--- src/hw/rtl/cau_pkg.sv ---
// ----------------------------------------------------------------------------
// cau_pkg
// Shared constants, command codes and pipeline control types of the complex
// arithmetic unit.
// ----------------------------------------------------------------------------
`timescale 1ns / 1ps

package cau_pkg;

   localparam int DATA_WIDTH_DEF = 32;
   localparam int FRAC_BITS_DEF  = 16;
   localparam int CMD_W          = 4;
   localparam int TOL_W          = 16;

   localparam logic [TOL_W-1:0] TOL_RESET = 16'd1;

   typedef enum logic [CMD_W-1:0] {
      CMD_ADD   = 4'd0,
      CMD_SUB   = 4'd1,
      CMD_MUL   = 4'd2,
      CMD_DIV   = 4'd3,
      CMD_NEG   = 4'd4,
      CMD_CONJ  = 4'd5,
      CMD_RECIP = 4'd6,
      CMD_MOD   = 4'd7,
      CMD_EQUAL = 4'd8
   } cmd_type;

   // control that travels with each item down the pipeline
   typedef struct packed {
      logic    vld;
      cmd_type cmd;
      logic    eq;
      logic    sat;
      logic    dz;
      logic    ovf_re;
      logic    ovf_im;
      logic    neg_re;
      logic    neg_im;
   } ctl_type;

   // operand signs after operand selection
   typedef struct packed {
      logic xr;
      logic xi;
      logic yr;
      logic yi;
   } sgn_type;

endpackage

--- src/hw/rtl/cau_step.sv ---
// ----------------------------------------------------------------------------
// cau_step
// One stage of the iterative array: a restoring divide step for each
// quotient component and a digit step of the integer square root.
// ----------------------------------------------------------------------------
`timescale 1ns / 1ps

module cau_step #(
   parameter int DATA_WIDTH = cau_pkg::DATA_WIDTH_DEF
) (
   input  logic                         clock,
   input  logic                         reset,
   input  logic                         adv,
   input  cau_pkg::ctl_type             ctl_i,
   input  logic signed [DATA_WIDTH-1:0] re_i,
   input  logic signed [DATA_WIDTH-1:0] im_i,
   input  logic [2*DATA_WIDTH-1:0]      den_i,
   input  logic [2*DATA_WIDTH-1:0]      rre_i,
   input  logic [DATA_WIDTH-1:0]        qre_i,
   input  logic [2*DATA_WIDTH-1:0]      rim_i,
   input  logic [DATA_WIDTH-1:0]        qim_i,
   input  logic [2*DATA_WIDTH-1:0]      sq_i,
   input  logic [DATA_WIDTH+1:0]        srem_i,
   input  logic [DATA_WIDTH-1:0]        root_i,
   output cau_pkg::ctl_type             ctl_o,
   output logic signed [DATA_WIDTH-1:0] re_o,
   output logic signed [DATA_WIDTH-1:0] im_o,
   output logic [2*DATA_WIDTH-1:0]      den_o,
   output logic [2*DATA_WIDTH-1:0]      rre_o,
   output logic [DATA_WIDTH-1:0]        qre_o,
   output logic [2*DATA_WIDTH-1:0]      rim_o,
   output logic [DATA_WIDTH-1:0]        qim_o,
   output logic [2*DATA_WIDTH-1:0]      sq_o,
   output logic [DATA_WIDTH+1:0]        srem_o,
   output logic [DATA_WIDTH-1:0]        root_o
);
   import cau_pkg::*;

   localparam int W  = DATA_WIDTH;
   localparam int PW = 2 * W;

   // shift in the next dividend bit, subtract the divisor if it fits;
   // the quotient bit enters where the dividend bit left
   function automatic logic [PW+W-1:0] dstep(input logic [PW-1:0] r,
                                            input logic [W-1:0] q,
                                            input logic [PW-1:0] d);
      logic [PW:0]   t;
      logic          ge;
      logic [PW-1:0] rn;
      t  = {r, q[W-1]};
      ge = (t >= {1'b0, d});
      rn = ge ? PW'(t - {1'b0, d}) : PW'(t);
      return {rn, q[W-2:0], ge};
   endfunction

   ctl_type              ctl_ff;
   logic signed [W-1:0]  re_ff, im_ff;
   logic [PW-1:0]        den_ff, rre_ff, rim_ff, sq_ff;
   logic [W-1:0]         qre_ff, qim_ff, root_ff;
   logic [W+1:0]         srem_ff, srem_in;
   logic [PW+W-1:0]      dv_re, dv_im;
   logic [W+3:0]         st, trial;
   logic                 sge;

   assign dv_re = dstep(rre_i, qre_i, den_i);
   assign dv_im = dstep(rim_i, qim_i, den_i);

   // root digit: bring down two radicand bits, try root*4+1
   assign st      = {srem_i, sq_i[PW-1:PW-2]};
   assign trial   = {2'b00, root_i, 2'b01};
   assign sge     = (st >= trial);
   assign srem_in = sge ? (W+2)'(st - trial) : (W+2)'(st);

   always_ff @(posedge clock) begin
      if (reset) begin
         ctl_ff <= '0;
      end else if (adv) begin
         ctl_ff <= ctl_i;
      end
   end

   always_ff @(posedge clock) begin
      if (adv) begin
         re_ff   <= re_i;
         im_ff   <= im_i;
         den_ff  <= den_i;
         rre_ff  <= dv_re[PW+W-1:W];
         qre_ff  <= dv_re[W-1:0];
         rim_ff  <= dv_im[PW+W-1:W];
         qim_ff  <= dv_im[W-1:0];
         sq_ff   <= sq_i << 2;
         srem_ff <= srem_in;
         root_ff <= {root_i[W-2:0], sge};
      end
   end

   assign ctl_o  = ctl_ff;
   assign re_o   = re_ff;
   assign im_o   = im_ff;
   assign den_o  = den_ff;
   assign rre_o  = rre_ff;
   assign qre_o  = qre_ff;
   assign rim_o  = rim_ff;
   assign qim_o  = qim_ff;
   assign sq_o   = sq_ff;
   assign srem_o = srem_ff;
   assign root_o = root_ff;

endmodule

--- config.mk ---
export PLATFORM = sky130hd
export DESIGN_NAME = cau_step
export DESIGN_NICKNAME = d
export VERILOG_FILES = /design/src/hw/rtl/cau_pkg.sv /design/src/hw/rtl/cau_step.sv
export SDC_FILE = /design/constraint.sdc
export NUM_CORES = 1
export LEC_CHECK = 0
export BUFFER_PORTS_ARGS = -buffer_cell sky130_fd_sc_hd__buf_4
export CORE_AREA = 2 2 362 364
export DETAILED_ROUTE_END_ITERATION = 10
export DIE_AREA = 0 0 364 366
export GPL_TIMING_DRIVEN = 1
export PLACE_DENSITY = 0.38
export REMOVE_ABC_BUFFERS = 1
export SLEW_MARGIN = 10
export SYNTH_ARGS = -nofsm -noshare
export SYNTH_HDL_FRONTEND = slang
export SYNTH_SLANG_ARGS = --single-unit
--- constraint.sdc ---
create_clock -name clock -period 5.28 [get_ports clock]
set_input_delay 0.792 -clock clock [delete_from_list [all_inputs] [get_ports clock]]
set_output_delay 0.792 -clock clock [all_outputs]
set_load 0.1 [all_outputs]
==> impl_metrics.csv, run 1 <==
group,metric,value,unit
sta,hold_viol,0,
placed_design,port_buffers,924,
route,viasPerCell,4.31,
sta,finalSetupTns,0,ns
cts,postCtsSetupBuffers,0,
pwr,power_density,401,mW/mm^2
setup_path,worstPathMaxFanout,4,
min_path,hold_path_class,"in -> reg",
flow_run,drv_cap,0,
sta,finalCriticalPeriod,3.90,ns
logic_synthesis,synth-seq-cells,460,
logic_synthesis,ys_seq_area_share,54.0,%
setup_path,r2r_slack,4.68,ns
logic_synthesis,avgSynthCellArea,10.8,um^2
sta,maxSlewViolCount,0,
finish,seq_area,0.0137,mm^2
grt,gr-max-usage-layer,"met2",
route,drc,0,
setup_path,crit_top_cell,"buf_4",
grt,first_global_vias,21900,
cts,cts_resized,0,
route,vias,21900,
sta,skew,0,ns
cts,cts-root-buf,"clkbuf_16",
sta,finalCritPeriodShare,73.8,%
setup_path,crit_type,"in -> reg",
floorplanning,fp.dieW,364,um
setup_path,arrival,4.31,ns
logic_synthesis,ys_warn_count,0,
floorplanning,io_pins,927,
cts,ctsHoldBuffers,0,
floorplanning,start_util,19.6,%
finish,multi_input_area,0.0107,mm^2
placed_design,post-dp-hpwl,100000,um
finish,final_nets,3917,
route,drt_wl_total,121000,um
setup_path,crit_family,"compound AO/OA/AOI/OAI gates",
grt,antenna_found_initial,26,
setup_path,slowest_delay,0.65,ns
logic_synthesis,async_flop_share,0,%
cts,clk_pin_slew,0.06,ns
finish,drive_gt1_share,32.7,%
grt,grt_pass1_wl,167000,um
route,wire_per_inst,23.8,um
cts,cts_max_level,3,
outcome,outcome,"complete, no violations",
logic_synthesis,netlist_instances,2336,
sta,worst_pin_slew,0.716,ns
sta,setup-violations-final,0,
floorplanning,core,0.129,mm^2
pwr,vdd_ir_drop_max,202,uV
grt,grt_max_degree,87,
sta,fmax,0.256,GHz
cts,cts_sinks,460,
finish,area_growth_syn_to_layout,44.3,%
finish,layout_common_cells,"955 x buf_4, 448 x edfxtp_1, 240 x nand2_1",
grt,use_met3,6.96,%
logic_synthesis,syn_area,0.0253,mm^2
cts,clkLatencyLatePin,0.66,ns
grt,grtUsageMet2,31.5,%
floorplanning,die_y,366,um
route,drtIter0Drc,1367,
logic_synthesis,yosysTopAreaCellShare,53.1,%
cts,cts_buffer_depth,3,
grt,grt_use_met1,19.5,%
pwr,power.leakage,15.6,nW
floorplanning,rows,132,
setup_path,startpoint_type,"input pin",
sta,slew-limit-headroom,51.7,%
route,drt_pre_antenna_iters,5,
floorplanning,die_area,0.133,mm^2
finish,final_cells,5091,
finish,final_common_cell,"buf_4",
sta,rsz0062_at_grt,"false",
setup_path,path_cells,"buf_4, inv_1, ha_1, nor2b_1, o211a_1, a2111oi_0, buf_4, o21ai_0, a21oi_1, buf_4, o311a_1, buf_4, o41ai_1, a31oi_1, xnor2_1, a21oi_1",
grt,track_usage,17.6,%
setup_path,slowest_stage,"o41ai_1",
setup_path,critPathBufInv,5,
placed_design,dp_cells,4962,
cts,cts_buffers,66,
finish,fillers,13700,
logic_synthesis,synth_largest_area_cell,"edfxtp_1",
cts,cts_tree,"yes",
setup_path,worstPathRequired,5.69,ns
logic_synthesis,synth.distinct_cells,84,
logic_synthesis,synth_edf_count,448,
logic_synthesis,synthFlopType,"edfxtp_1",
grt,grt.overflow.total,0,
placed_design,gp_congestion,0.847,
logic_synthesis,synth_area_leaders,"edfxtp_1 53%, ha_1 8.0%, a21oi_1 4.4%",
setup_path,critPathCaptureType,"flop",
route,ant_nets,0,
-- metal layers --
| metal | routed length, um | part of all wire [%] |
|---|---|---|
| met2 | 61700 | 51 |
| met4 | 1810 | 1.5 |
| met1 | 46100 | 38 |
| met3 | 11500 | 9.5 |
| met5 | 127 | 0.10 |
-- synth_stat cells, types with 9 or more instances --
cell	instances
a211oi_1	13
a21o_1	80
a21oi_1	225
a31oi_1	23
and2_1	14
and3_1	18
buf_2	23
clkbuf_1	50
dfxtp_1	12
edfxtp_1	448
ha_1	162
inv_1	155
mux2i_1	14
nand2_1	240
nand2b_1	18
nand3_1	29
nand4_1	38
nor2_1	152
nor2b_1	18
nor3_1	36
nor4_1	9
o21a_1	15
o21ai_0	166
o21ai_1	25
o21bai_1	38
o31ai_1	24
or2_2	11
xnor2_1	80
xor2_1	57
-- report_power, final --
group          leakage (nW)  internal, W  switching [W]  total, W
Clock                 0.973      0.00247        0.00183   0.00430
Sequential             4.48      0.00451       0.000133   0.00464
Combinational          10.1      0.00135        0.00438   0.00572
-- area by class of cell --
class / count / area share [%]
antenna: 10 / 0.0684
clock buffer: 85 / 4.83
clock inverter: 34 / 0.705
inverter: 158 / 1.62
multi-input combinational: 1636 / 29.2
sequential: 460 / 37.4
tap: 1742 / 5.96
timing repair buffer: 966 / 20.2
-- metrics by stage --
step,hold WS [ns],utilization [%],total power (W),setup WS [ns],cell area (um^2)
finish,0.305,28.4,0.0147,1.38,36600
global route,0.246,28.3,0.0153,1.17,36600
CTS,0.234,28.3,0.0149,1.40,36600
detailed placement,0.486,26.8,0.0105,0.685,34500
global placement,0.476,26.8,0.0105,0.635,34500
floorplan,0.864,-,0.00873,0.123,25000
-- registers in the layout, summed over array words and instances, names as in the netlist, 34 cells and up --
signal	flops
sq_o	62
den_o	64
rre_o	64
srem_o	34
rim_o	64
-- worst reg2reg max path, cell delays in order, from the launching register on --
cell	delay (ns)
dfxtp_1	0.31
mux2i_1	0.13
nor2_1	0.05
-- logic make-up (layout without fill, tap and decap cells) --
| group | count (synthesis) | after routing | synth area share, % |
|---|---|---|---|
| flops | 460 | 460 | 54.0 |
| buf+inv | 241 | 1243 | 3.90 |
| fa+ha+maj | 164 | 164 | 8.16 |
| other cells | 1 | 12 | 0.0148 |
| simple gates | 609 | 609 | 11.0 |
| xor+xnor | 137 | 137 | 4.73 |
| compound gates | 703 | 703 | 17.3 |
| mux | 21 | 21 | 0.894 |
-- worst paths after layout --
kind | start | end | depth (start not counted)
max | den_i[1] | rre_o[61]$_DFFE_PP_ | 16
min reg2reg | ctl_o[7]$_SDFFE_PP0P_ | ctl_o[7]$_SDFFE_PP0P_ | 2
max reg2reg | ctl_o[2]$_SDFFE_PP0P_ | ctl_o[2]$_SDFFE_PP0P_ | 2
min | im_i[4] | im_o[4]$_DFFE_PP_ | 1
Note: power is estimated with default switching activity, not from simulation.
==> run 2: changes to the inputs <==
--- a/config.mk
+++ b/config.mk
@@ -6,9 +6,9 @@
 export NUM_CORES = 1
 export LEC_CHECK = 0
 export BUFFER_PORTS_ARGS = -buffer_cell sky130_fd_sc_hd__buf_4
-export CORE_AREA = 2 2 362 364
+export CORE_AREA = 2 2 361 363
 export DETAILED_ROUTE_END_ITERATION = 10
-export DIE_AREA = 0 0 364 366
+export DIE_AREA = 0 0 363 365
 export GPL_TIMING_DRIVEN = 1
 export PLACE_DENSITY = 0.38
 export REMOVE_ABC_BUFFERS = 1
==> constraint.sdc (replaced) <==
create_clock -name clock -period 3.6 [get_ports clock]
set_input_delay 0.54 -clock clock [delete_from_list [all_inputs] [get_ports clock]]
set_output_delay 0.54 -clock clock [all_outputs]
set_load 0.1 [all_outputs]
==> run 2 against run 1 <==
  * Largest power group unchanged
  * Sequential cell count stayed put
  * Hold slack worse by 0.25 ns
  * Register-to-register slack worse by 1.7 ns
  * Core utilization is 3.9 points higher
  * First-iteration DRC count is 4.3% lower
  * Worst setup slack worse by 1.3 ns
  * Clock power is 37% higher
==> impl_metrics.csv, run 2 (synthesis results as in run 1) <==
group,metric,value,unit
outcome,outcome,"complete, no violations",
setup_path,crit_type,"in -> reg",
finish,drive_gt1_share,40.6,%
cts,cts_sinks,460,
sta,fin_ws,0.127,ns
grt,grt_pass1_wl,173000,um
placed_design,dp_slack,-1.09,ns
floorplanning,rows,132,
min_path,hp-start,"im_i[28]",
cts,cts-root-buf,"clkbuf_16",
route,drc,0,
sta,skew,0,ns
finish,layout_common_cells,"1450 x buf_4, 448 x edfxtp_1, 238 x nand2_1",
placed_design,post-dp-hpwl,105000,um
grt,first_global_vias,24400,
flow_run,drv_cap,0,
sta,slew-limit-headroom,39.6,%
sta,hold_viol,0,
floorplanning,core,0.129,mm^2
route,wire_per_inst,22.3,um
pwr,power.leakage,18.5,nW
finish,final_common_cell,"buf_4",
grt,track_usage,18.1,%
finish,fillers,13500,
setup_path,slowest_stage,"o311a_1",
setup_path,reg2reg_depth,2,
cts,clk_pin_slew,0.06,ns
route,drtIter0Drc,1308,
grt,antenna_found_initial,21,
finish,area_growth_syn_to_layout,63.8,%
sta,finalSetupTns,0,ns
setup_path,worstPathMaxFanout,6,
floorplanning,fp.dieW,363,um
setup_path,critPathCaptureType,"flop",
pwr,totalPowerFinal,0.0220,W
sta,maxSlewViolCount,0,
sta,fmax,0.288,GHz
floorplanning,die_y,365,um
setup_path,startpoint_type,"input pin",
setup_path,r2r_start,"ctl_o[4]$_SDFFE_PP0P_",
min_path,min_path_cells,1,
pwr,vdd_ir_drop_max,362,uV
sta,holdWs,0.0571,ns
placed_design,port_buffers,924,
setup_path,arrival,3.88,ns
sta,finalCritPeriodShare,96.5,%
floorplanning,start_util,19.7,%
sta,worst_pin_slew,0.904,ns
finish,multi_input_area,0.0108,mm^2
min_path,hold_path_class,"in -> reg",
cts,clkLatencyLatePin,0.67,ns
min_path,whs_endpoint,"im_o[28]$_DFFE_PP_",
grt,grt.overflow.total,0,
route,ant_nets,0,
floorplanning,die_area,0.132,mm^2
finish,utilization,32.3,%
grt,grt_max_degree,69,
placed_design,gp_congestion,0.862,
setup_path,slowest_delay,0.41,ns
setup_path,worstPathRequired,4.01,ns
setup_path,r2r-end,"ctl_o[4]$_SDFFE_PP0P_",
finish,seq_area,0.0137,mm^2
cts,cts_tree,"yes",
cts,cts_max_level,2,
route,vias,23900,
cts,cts_buffers,59,
route,drt_pre_antenna_iters,5,
cts,cts_buffer_depth,3,
setup_path,crit_top_cell,"buf_4",
sta,finalCriticalPeriod,3.47,ns
route,drt_wl_total,126000,um
setup_path,r2r_slack,3.00,ns
sta,setup-violations-final,0,
floorplanning,io_pins,927,
finish,final_nets,4531,
pwr,power_density,530,mW/mm^2
route,viasPerCell,4.24,
setup_path,path_cells,"buf_4, inv_1, buf_4, ha_1, nand2_1, o31ai_4, a2111oi_4, buf_4, o21ai_2, a21oi_1, buf_4, o311a_1, o41ai_2, nand2_2, buf_4, buf_4, and2_0, a31o_2",
-- run 2: area by class of cell --
cell class,instances,share of cell area [%]
diodes,10,0.0603
inverters,158,1.44
well taps,1675,5.05
repair buffers,1587,30.0
clock buffers,77,3.77
flip-flops and latches,460,33.0
multi-input cells,1636,26.0
clock inverters,29,0.735
-- run 2: worst max path at each step --
stage                        start                  end  slack (ns)  cells past startpoint
after floorplan           den_i[1]  rim_o[10]$_DFFE_PP_       -1.30                     11
after global placement    den_i[1]  rre_o[22]$_DFFE_PP_       -1.07                     18
after detailed placement  den_i[1]   rre_o[6]$_DFFE_PP_       -1.09                     18
after CTS                 den_i[5]  rre_o[29]$_DFFE_PP_        0.01                     17
after global routing      den_i[7]  rre_o[48]$_DFFE_PP_       -0.02                     18
final                     den_i[7]  rre_o[48]$_DFFE_PP_        0.13                     18
-- run 2: metal layers --
layer,GRT usage [%],up-vias,part of all wire [%]
met3,6.14,122,8.7
met4,4.07,18,1.9
met2,32.8,751,51
met5,0,-,0.091
li1,-,11800,-
met1,20.3,11200,38
-- run 2: per-stage QoR --
step	cell area [um^2]	instances
after floorplan	25000	2254
after global placement	38300	5399
after detailed placement	38300	5399
after CTS	41400	5622
after global routing	41500	5626
final	41500	5632
-- run 2: repair_timing --
action | 4_1_cts | 5_1_grt
resized for setup | 6 | 18
endpoints found under the hold margin | 117 | 0
cloned | 0 | 0
buffers inserted | 0 | 0
pin swaps | 0 | 1
hold buffers | 117 | 0
endpoints found under the setup margin | 65 | 48
-- run 2: worst max-delay path: cells and delay by family --
| family | cells | cell delay [ns] |
|---|---|---|
| compound gates | 7 | 1.67 |
| buf+inv | 7 | 0.91 |
| simple gates | 3 | 0.45 |
| fa+ha+maj | 1 | 0.29 |
-- run 2: where the power goes --
group / switching (W) / total, W / internal [W]
Clock: 0.00250 / 0.00591 / 0.00341
Combinational: 0.00661 / 0.00926 / 0.00265
Sequential: 0.000206 / 0.00681 / 0.00661
==> run 3: changes to the inputs <==
==> constraint.sdc (replaced) <==
create_clock -name clock -period 3.2 [get_ports clock]
set_input_delay 0.48 -clock clock [delete_from_list [all_inputs] [get_ports clock]]
set_output_delay 0.48 -clock clock [all_outputs]
set_load 0.1 [all_outputs]
==> run 3 against run 2 <==
  * First-iteration DRC count barely moved
  * Die area did not move
  * Clock-buffer cell count up 4
  * Via count is 4.4% higher
  * Power rose by 15%
  * Sequential share of layout area decreased by 2.3 points
  * Routed wire length rose by 1.3%
==> impl_metrics.csv, run 3 (synthesis results as in run 1) <==
group,metric,value,unit
sta,fmax,0.318,GHz
setup_path,arrival,3.58,ns
min_path,hold_path_class,"in -> reg",
setup_path,startpoint_type,"input pin",
setup_path,worstPathMaxFanout,4,
setup_path,critPathCaptureType,"flop",
sta,finalCriticalPeriod,3.15,ns
finish,postLayoutCellArea,0.0446,mm^2
route,wire_per_inst,21.5,um
sta,skew,0,ns
cts,cts-root-buf,"clkbuf_16",
floorplanning,io_pins,927,
setup_path,critPathBufInv,6,
cts,cts_tree,"yes",
sta,worst_pin_slew,0.776,ns
route,drt_wl_total,127000,um
placed_design,dp_slack,-1.54,ns
grt,first_global_vias,25800,
placed_design,port_buffers,924,
flow_run,drv_cap,0,
placed_design,dpl_cell_area,0.0392,mm^2
sta,rsz0062_at_grt,"true",
sta,finalSetupTns,0,ns
sta,fin_ws,0.0531,ns
cts,clkLatencyLatePin,0.66,ns
pwr,vdd_ir_drop_max,411,uV
floorplanning,core,0.129,mm^2
finish,drive_gt1_share,42.7,%
sta,slew-limit-headroom,47.7,%
route,ant_nets,0,
setup_path,slowest_delay,0.48,ns
pwr,power.leakage,19.8,nW
outcome,outcome,"complete, no violations",
grt,track_usage,18.4,%
finish,layout_common_cells,"1565 x buf_4, 448 x edfxtp_1, 273 x dlygate4sd3_1",
grt,grt_pass1_wl,178000,um
placed_design,dp_cells,5512,
setup_path,slowest_stage,"a2111oi_4",
grt,antenna_found_initial,21,
cts,clk_pin_slew,0.06,ns
cts,cts_sinks,460,
setup_path,crit_family,"compound AO/OA/AOI/OAI gates",
setup_path,worstPathRequired,3.63,ns
floorplanning,die_y,365,um
setup_path,crit_top_cell,"buf_4",
grt,grt_max_degree,72,
cts,cts_buffer_depth,3,
sta,setup-violations-final,0,
setup_path,path_cells,"buf_4, inv_1, ha_1, nor2b_4, o211a_4, a2111oi_4, o21ai_4, a21oi_2, buf_6, o311a_4, buf_6, o41ai_4, buf_4, a31oi_1, xnor2_1, a21oi_2, buf_4",
route,drc,0,
route,vias,25000,
finish,final_nets,4810,
placed_design,gp_congestion,0.857,
cts,cts_buffers,59,
route,drtIter0Drc,1307,
setup_path,r2r_slack,2.60,ns
floorplanning,fp.dieW,363,um
cts,cts_max_level,2,
finish,area_growth_syn_to_layout,76.1,%
finish,fillers,13200,
route,viasPerCell,4.22,
floorplanning,start_util,19.7,%
finish,final_cells,5916,
floorplanning,rows,132,
placed_design,post-dp-hpwl,106000,um
setup_path,crit_type,"in -> reg",
route,drt_pre_antenna_iters,5,
finish,final_common_cell,"buf_4",
sta,maxSlewViolCount,0,
sta,finalCritPeriodShare,98.3,%
pwr,power_density,566,mW/mm^2
sta,hold_viol,0,
grt,grt.overflow.total,0,
floorplanning,die_area,0.132,mm^2
[run 3: changes by cell type in the layout (fill, tap and decap cells not counted), moves of 6 or more]
cell,change
ha_1,-7
o21ai_1,+6
o21ai_0,-9
buf_6,+6
dlygate4sd3_1,+156
ha_4,+8
a21oi_1,-16
buf_4,+115
a21oi_2,+14
[run 3: timing repair]
| action | 4_1_cts | 5_1_grt |
|---|---|---|
| pin swaps | 9 | 23 |
| cloned | 0 | 1 |
| setup endpoints to repair | 104 | 138 |
| hold buffers | 273 | 0 |
| setup buffers | 2 | 9 |
| resized for setup | 53 | 78 |
| endpoints found under the hold margin | 273 | 0 |
[run 3: through the flow]
| step | power [W] | utilization (%) | hold WS, ns |
|---|---|---|---|
| after floorplan | 0.0144 | - | 0.552 |
| after global placement | 0.0183 | 30.5 | 0.474 |
| after detailed placement | 0.0183 | 30.5 | 0.487 |
| after CTS | 0.0256 | 34.3 | 0.00268 |
| after global routing | 0.0264 | 34.7 | 0.00572 |
| final | 0.0253 | 34.7 | 0.0575 |
[run 3: where the power goes]
group / leakage [nW] / internal (W) / switching, W / total, W
Sequential: 4.48 / 0.00743 / 0.000230 / 0.00766
Clock: 0.909 / 0.00383 / 0.00287 / 0.00670
Combinational: 14.4 / 0.00332 / 0.00759 / 0.0109
[run 3: cell type report]
class | instances | area [um^2] | share of cell area, %
Clock buffer | 81 | 1600 | 3.58
Multi-Input combinational cell | 1636 | 11300 | 25.4
Tap cell | 1675 | 2100 | 4.69
Antenna cell | 13 | 32.5 | 0.0729
Timing Repair Buffer | 1866 | 15000 | 33.6
Sequential cell | 460 | 13700 | 30.7
Inverter | 158 | 602 | 1.35
Clock inverter | 27 | 303 | 0.678
[run 3: final timing paths]
kind	to	depth (start not counted)	start
min reg2reg	ctl_o[1]$_SDFFE_PP0P_	2	ctl_o[1]$_SDFFE_PP0P_
min	ctl_o[8]$_SDFFE_PP0P_	3	ctl_i[8]
max reg2reg	ctl_o[7]$_SDFFE_PP0P_	2	ctl_o[7]$_SDFFE_PP0P_
max	rre_o[61]$_DFFE_PP_	17	den_i[1]
[run 3: metal layers]
layer	up-vias	part of all wire (%)	GRT usage [%]
li1	12400	-	-
met1	11800	40	21.4
met2	682	51	33.5
met3	110	7.1	5.12
met4	16	1.6	3.51
met5	-	0.082	0
[run 3: worst reg2reg max path, stage by stage (launching register included)]
cell and delay, ns:
dfxtp_1 0.32, mux2i_1 0.12, nor2_1 0.05
